### config.mk
export PLATFORM = sky130hd
export DESIGN_NAME = sorted_priority_queue
export DESIGN_NICKNAME = d
export VERILOG_FILES = /design/src/sv/spq_pkg.sv /design/src/sv/spq_mem.sv /design/src/sv/sorted_priority_queue.sv
export SDC_FILE = /design/constraint.sdc
export NUM_CORES = 2
export LEC_CHECK = 0
export BUFFER_PORTS_ARGS = -buffer_cell sky130_fd_sc_hd__buf_4
export CAP_MARGIN = 5
export CORE_ASPECT_RATIO = 1.2
export CORE_UTILIZATION = 50
export DETAILED_ROUTE_END_ITERATION = 12
export PLACE_DENSITY = 0.69
export RECOVER_POWER = 25
export SLEW_MARGIN = 10
export SYNTH_ARGS = -nofsm -noshare
export SYNTH_HDL_FRONTEND = slang
export SYNTH_SLANG_ARGS = --single-unit
### constraint.sdc
create_clock -name clk -period 3.7 [get_ports clk]
set_input_delay 0.185 -clock clk [delete_from_list [all_inputs] [get_ports clk]]
set_output_delay 0.185 -clock clk [all_outputs]
set_load 0.01 [all_outputs]
### src/sv/spq_pkg.sv
// Shared types and codes for the sorted priority queue.
// Holds the operation codes, status codes, sequencer states and the stored entry format.
// Used by spq_mem and sorted_priority_queue; has no dependencies of its own.
`default_nettype none

package spq_pkg;

	// Operation carried by each input word.
	typedef enum logic [1:0] {
		OP_ENQ = 2'd0,
		OP_DEQ = 2'd1,
		OP_REM = 2'd2,
		OP_CLR = 2'd3
	} op_t;

	// Status returned with each output word.
	typedef enum logic [1:0] {
		ST_OK    = 2'd0,
		ST_EMPTY = 2'd1,
		ST_FULL  = 2'd2
	} status_t;

	// Sequencer states.
	typedef enum logic [3:0] {
		S_IDLE,
		S_DISP,
		S_ERD,
		S_ECMP,
		S_DHEAD,
		S_SRD,
		S_SCMP,
		S_DRD,
		S_DWR,
		S_DONE
	} state_t;

	// One stored queue entry.
	typedef struct packed {
		logic signed [31:0] value;
		logic [7:0]         prio;
	} entry_t;

endpackage

`default_nettype wire

### src/sv/spq_mem.sv
// Entry storage for the sorted priority queue: one write port, one registered read port.
// Depends on spq_pkg for the entry format.
`default_nettype none

module spq_mem import spq_pkg::*; #(
	parameter int DEPTH = 32,
	parameter int AW    = $clog2(DEPTH)
) (
	input  wire logic          clk,
	input  wire logic          wr_en,
	input  wire logic [AW-1:0] wr_addr,
	input  wire entry_t        wr_data,
	input  wire logic          rd_en,
	input  wire logic [AW-1:0] rd_addr,
	output entry_t             rd_data
);

	entry_t mem_q [DEPTH];
	entry_t rd_data_q;

	// Write port.
	always_ff @(posedge clk) begin
		if (wr_en) begin
			mem_q[wr_addr] <= wr_data;
		end
	end

	// Read port with registered data.
	always_ff @(posedge clk) begin
		if (rd_en) begin
			rd_data_q <= mem_q[rd_addr];
		end
	end

	assign rd_data = rd_data_q;

endmodule

`default_nettype wire

### src/sv/sorted_priority_queue.sv
// Sorted priority queue kept in a memory in ascending priority order; needs spq_pkg, spq_mem.
// Inputs are taken only in idle. Clear, full enqueue and empty dequeue go straight to output.
// Enqueue moves entries of higher priority value back one place from the tail until an older
// entry of lower or equal value or the head ends the walk; dequeue moves later entries forward;
// remove scans for the value, then moves later entries forward. Each entry costs a registered
// read, then compare and write; output stalls hold the result. Reset empties the queue at once.
`default_nettype none

module sorted_priority_queue import spq_pkg::*; #(
	parameter int CAPACITY = 32
) (
	input  wire logic               clk,
	input  wire logic               arst_n,
	input  wire logic               in_valid,
	output logic                    in_stall,
	input  wire logic [1:0]         op,
	input  wire logic signed [31:0] value,
	input  wire logic [7:0]         priority_req,
	output logic                    out_valid,
	input  wire logic               out_stall,
	output logic [1:0]              status,
	output logic signed [31:0]      out_value
);

	localparam int AW = (CAPACITY > 1) ? $clog2(CAPACITY) : 1;
	localparam int CW = $clog2(CAPACITY + 1);
	localparam logic [CW-1:0] CAP_C = CW'(CAPACITY);
	localparam logic [CW-1:0] ONE_C = CW'(1);

	state_t state_q, state_d;

	// Control registers.
	logic [CW-1:0] count_q;
	logic          out_valid_q;
	logic [1:0]    out_status_q;
	logic signed [31:0] out_value_q;

	// Per-operation working registers.
	op_t               op_q;
	logic signed [31:0] val_q;
	logic [7:0]        pri_q;
	logic [CW-1:0]     idx_q;
	status_t           res_status_q;
	logic signed [31:0] res_value_q;

	// Memory interface.
	logic          wr_en;
	logic [AW-1:0] wr_addr;
	entry_t        wr_data;
	logic          rd_en;
	logic [AW-1:0] rd_addr;
	entry_t        rd_data;

	// Shared compare unit results.
	logic          prio_le;
	logic          val_eq;
	logic [CW-1:0] idx_dec;
	logic [CW-1:0] idx_inc;
	logic          out_take;
	logic          out_free;
	entry_t        new_entry;

	spq_mem #(
		.DEPTH (CAPACITY),
		.AW    (AW)
	) u_mem (
		.clk     (clk),
		.wr_en   (wr_en),
		.wr_addr (wr_addr),
		.wr_data (wr_data),
		.rd_en   (rd_en),
		.rd_addr (rd_addr),
		.rd_data (rd_data)
	);

	assign prio_le   = (rd_data.prio <= pri_q);
	assign val_eq    = (rd_data.value == val_q);
	assign idx_dec   = idx_q - ONE_C;
	assign idx_inc   = idx_q + ONE_C;
	assign out_take  = out_valid_q && !out_stall;
	assign out_free  = !out_valid_q || !out_stall;
	assign new_entry = '{value: val_q, prio: pri_q};

	// Next state.
	always_comb begin
		state_d = state_q;
		case (state_q)
			S_IDLE: begin
				if (in_valid) begin
					state_d = S_DISP;
				end
			end
			S_DISP: begin
				case (op_q)
					OP_ENQ: state_d = (count_q == CAP_C) ? S_DONE : S_ERD;
					OP_DEQ: state_d = (count_q == '0) ? S_DONE : S_DHEAD;
					OP_REM: state_d = S_SRD;
					default: state_d = S_DONE;
				endcase
			end
			S_ERD: state_d = (idx_q == '0) ? S_DONE : S_ECMP;
			S_ECMP: state_d = prio_le ? S_DONE : S_ERD;
			S_DHEAD: state_d = S_DRD;
			S_SRD: state_d = (idx_q < count_q) ? S_SCMP : S_DONE;
			S_SCMP: state_d = val_eq ? S_DRD : S_SRD;
			S_DRD: state_d = (idx_inc < count_q) ? S_DWR : S_DONE;
			S_DWR: state_d = S_DRD;
			S_DONE: begin
				if (out_free) begin
					state_d = S_IDLE;
				end
			end
			default: state_d = S_IDLE;
		endcase
	end

	// Memory requests and handshake outputs.
	always_comb begin
		wr_en   = 1'b0;
		wr_addr = idx_q[AW-1:0];
		wr_data = new_entry;
		rd_en   = 1'b0;
		rd_addr = idx_q[AW-1:0];
		case (state_q)
			S_DISP: begin
				// Dequeue fetches the head entry.
				rd_en   = (op_q == OP_DEQ);
				rd_addr = '0;
			end
			S_ERD: begin
				if (idx_q == '0) begin
					wr_en = 1'b1;
				end else begin
					rd_en   = 1'b1;
					rd_addr = idx_dec[AW-1:0];
				end
			end
			S_ECMP: begin
				// Either the new entry lands here or the older entry moves back one place.
				wr_en   = 1'b1;
				wr_data = prio_le ? new_entry : rd_data;
			end
			S_SRD: begin
				rd_en = (idx_q < count_q);
			end
			S_DRD: begin
				rd_en   = (idx_inc < count_q);
				rd_addr = idx_inc[AW-1:0];
			end
			S_DWR: begin
				wr_en   = 1'b1;
				wr_data = rd_data;
			end
			default: begin
				wr_en = 1'b0;
			end
		endcase
	end

	assign in_stall  = (state_q != S_IDLE);
	assign out_valid = out_valid_q;
	assign status    = out_status_q;
	assign out_value = out_value_q;

	// Control state with reset.
	always_ff @(posedge clk or negedge arst_n) begin
		if (!arst_n) begin
			state_q     <= S_IDLE;
			count_q     <= '0;
			out_valid_q <= 1'b0;
		end else begin
			state_q <= state_d;
			if (state_q == S_DISP && op_q == OP_CLR) begin
				count_q <= '0;
			end else if ((state_q == S_ERD && idx_q == '0) ||
			             (state_q == S_ECMP && prio_le)) begin
				count_q <= count_q + ONE_C;
			end else if (state_q == S_DRD && !(idx_inc < count_q)) begin
				count_q <= count_q - ONE_C;
			end
			if (state_q == S_DONE && out_free) begin
				out_valid_q <= 1'b1;
			end else if (out_take) begin
				out_valid_q <= 1'b0;
			end
		end
	end

	// Output word register.
	always_ff @(posedge clk) begin
		if (state_q == S_DONE && out_free) begin
			out_status_q <= res_status_q;
			out_value_q  <= res_value_q;
		end
	end

	// Working registers of the operation in flight.
	always_ff @(posedge clk) begin
		if (state_q == S_IDLE && in_valid) begin
			op_q  <= op_t'(op);
			val_q <= value;
			pri_q <= priority_req;
		end
		case (state_q)
			S_DISP: begin
				res_value_q <= '0;
				if (op_q == OP_ENQ) begin
					idx_q        <= count_q;
					res_status_q <= (count_q == CAP_C) ? ST_FULL : ST_OK;
				end else if (op_q == OP_DEQ) begin
					idx_q        <= '0;
					res_status_q <= (count_q == '0) ? ST_EMPTY : ST_OK;
				end else if (op_q == OP_REM) begin
					idx_q        <= '0;
					res_status_q <= ST_EMPTY;
				end else begin
					res_status_q <= ST_OK;
				end
			end
			S_ECMP: begin
				if (!prio_le) begin
					idx_q <= idx_dec;
				end
			end
			S_DHEAD: begin
				res_value_q <= rd_data.value;
			end
			S_SCMP: begin
				if (val_eq) begin
					res_status_q <= ST_OK;
				end else begin
					idx_q <= idx_inc;
				end
			end
			S_DWR: begin
				idx_q <= idx_inc;
			end
			default: begin
				idx_q <= idx_q;
			end
		endcase
	end

endmodule

`default_nettype wire
==> metrics.cfg <==
[global_routing]
grt-ovfl-total = 0
grt_first_pass_wirelength_microns = 238000
antenna_found_initial = 8
grt_util_all_layers_pct = 28.3
grt_start_max_net_pins = 102
grt_pass1_vias = 34299

[power_and_ir_drop]
power_w = 0.0626
vdd_drop_max_mv = 1.17
powerDensity_nw_per_um2 = 934
p_leak_nw = 22.4

[cts]
cts_buffers = 143
cts_tree = yes
clk_pin_slew_ps = 60
htree_levels = 4
clockBufferDepth = 3
cts.sinks = 1447
post_cts_buffers = 0
clkLatencyLatePin_ps = 770
root_buffer = clkbuf_16

[critical_path]
r2r_cells = 10
critPathMaxFanout = 69
r2r-end = u_mem.rd_data[4]
endpoint_kind = flop
worstSetupPathType = reg2reg
worst-path-buf-inv = 2
cp_top_family = simple AND/OR/NAND/NOR gates
r2r_start = state_q[3]
rrSetupSlack_ps = 80
crit_path_cell_trace = or4b_4 > o22ai_1 > o21ai_4 > nand2_4 > buf_12 > buf_4 > mux2i_1 > a32oi_1 > nand3_1 > nand4_1
crit_slowest_cell = or4b_4
worstPathArrival_ps = 4080
slowest_delay_ps = 670
required_ps = 4160
crit_path_start_kind = flop

[synthesis]
synth_fp_nets = 3877
synth_common_cells = edfxtp_1 (1,436), nand2_1 (590), mux2i_1 (204), and3_1 (193), nand3_1 (169)
synthDistinctLibCells = 64
yosys_register_bits = 1447
yosys_warnings = 0
synth_area_sq_um = 57800
syn_avg_cell_area_sq_um = 15.2
synth_ff_type = edfxtp_1
yosysSeqAreaShare_pct = 75.1
synth_edf_count = 1436
yosysMostFrequentCell = edfxtp_1
synthArstFlopShare_pct = 0.760
yosysTopAreaCell = edfxtp_1
synthTopCellsByArea = edfxtp_1 (75%), nand2_1 (3.8%), mux2i_1 (3.5%), a211oi_1 (2.2%), and3_1 (2.1%)
synth.top_cell.area_share_pct = 74.6
syn-instance-count = 3808

[run_status]
run_status = finished with violations
violations = capacitance limit, slew limit

[detailed_routing]
post_drt_via_cell_ratio = 6.40
routed_wl_microns = 167000
drt_iter0_drc = 4796
ant_nets = 0
drc_errors = 0
drt_first_pass_iters = 7
wl_per_cell_microns = 29.4
vias = 36362

[final_layout]
drive_gt1_share_pct = 13.9
fill_cells = 8448
fin_util_pct = 58.5
nets = 4124
layout-area-overhead-vs-synth_pct = 15.9
final_cells = 5682
design_area_sq_um = 67000

[timing]
period_share_pct = 97.9
maxSlewHeadroom_pct = -37.7
drv_slew = 36
rsz0062_at_grt = no
setup_violations = 0
hold_viol = 0
fin_crit_ps = 3620
fin_skew_ps = 33.9
tightest_slew_ps = 2070
fmax_mhz = 276
holdWs_ps = 162

[floorplan]
core_sq_um = 115000
dieArea_sq_um = 117000
row_count = 136
start_util_pct = 50.5
die_h_microns = 374
io-pin-count = 82
fp.dieW_microns = 312

[placed_design]
place_inst = 5382
dpl_cell_area_sq_um = 62700
io_buffers = 81
hpwlAfterDp_microns = 92400
place_congestion = 0.888

[hold_path]
hold_depth = 2
hold_class = in2reg
min_from = value[26]
hold-path-endpoint = val_q[26]

[job]
maxCapViolations = 1

==> area by class of cell <==
class                      instances  area, sq um  share of cell area, %
sequential                      1447        43400                   64.8
multi-input combinational       2083        13400                   20.0
clock buffer                     187         3920                   5.86
timing repair buffer             362         3820                   5.70
tap                             1518         1900                   2.84
clock inverter                    64          463                  0.691
inverter                          18         67.6                  0.101
antenna                            3         7.51                 0.0112
==> sequential cells by signal (all words and copies together), names as in the netlist <==
name	flops
pri_q	8
count_q	6
out_valid	1
u_mem.rd_data	40
idx_q	6
res_status_q	2
val_q	32
out_value	32
u_mem.mem_q	1280
op_q	2
status	2
res_value_q	32
state_q	4
==> per-layer routing <==
layer  up-vias  routed length (microns)  track usage (%)
met5         -                       12                0
met4         2                     7110             12.0
met3       442                    17800             5.47
met2      2261                    80000             45.8
met1     18286                    62200             37.5
li1      15371                        -                -
==> worst max-delay path by stage <==
stage                      from                  end  slack (ps)  cells past startpoint
2_1_floorplan          idx_q[0]   u_mem.mem_q[12][0]        -340                     10
3_3_place_gp   u_mem.rd_data[1]   u_mem.mem_q[8][29]         -20                     11
3_5_place_dp           pri_q[1]  u_mem.mem_q[13][29]         -30                     12
4_1_cts        u_mem.rd_data[1]    u_mem.mem_q[0][3]         120                     12
5_1_grt              state_q[3]     u_mem.rd_data[4]           6                     10
6_report             state_q[3]     u_mem.rd_data[4]          80                     10
==> placed cells by master, fill, tap and decap left out, types with 48 or more instances in the layout <==
cell type	synthesis	routed
clkbuf_1	145	83
a31oi_1	160	160
and3_1	193	193
o21ai_0	91	91
a221oi_1	59	59
edfxtp_1	1436	1436
a211oi_1	167	167
nand4_1	48	48
buf_4	19	100
buf_12	0	97
nand3_1	169	169
mux2i_1	204	204
nand2_1	590	587
clkbuf_16	0	151
clkbuf_4	1	52
==> through the flow <==
stage,setup slack [ps],TNS (ps)
after floorplan,-339,-424260
after global placement,-24.4,-1480
after detailed placement,-31.0,-1790
after CTS,120,0
after global routing,5.73,0
final,78.9,0
==> report_power, final <==
part	internal (W)	switching [W]	total, W
Clock	0.00780	0.00596	0.0138
Sequential	0.0211	0.000849	0.0220
Combinational	0.00897	0.0178	0.0268
==> cells by family after synthesis <==
kind of cell | Yosys count | share of synthesized area, %
mux | 246 | 4.35
fa+ha+maj | 23 | 0.498
flops | 1447 | 75.1
xor+xnor | 43 | 0.652
simple gates | 1126 | 9.10
buf+inv | 278 | 2.23
compound gates | 645 | 8.08
==> what timing repair did <==
item | CTS | global route
setup endpoints to repair | 174 | 109
endpoints found under the hold margin | 76 | 0
gates resized for setup | 3 | 4
hold buffers | 46 | 0
cloned | 0 | 0
(Power assumes the default switching activity.)
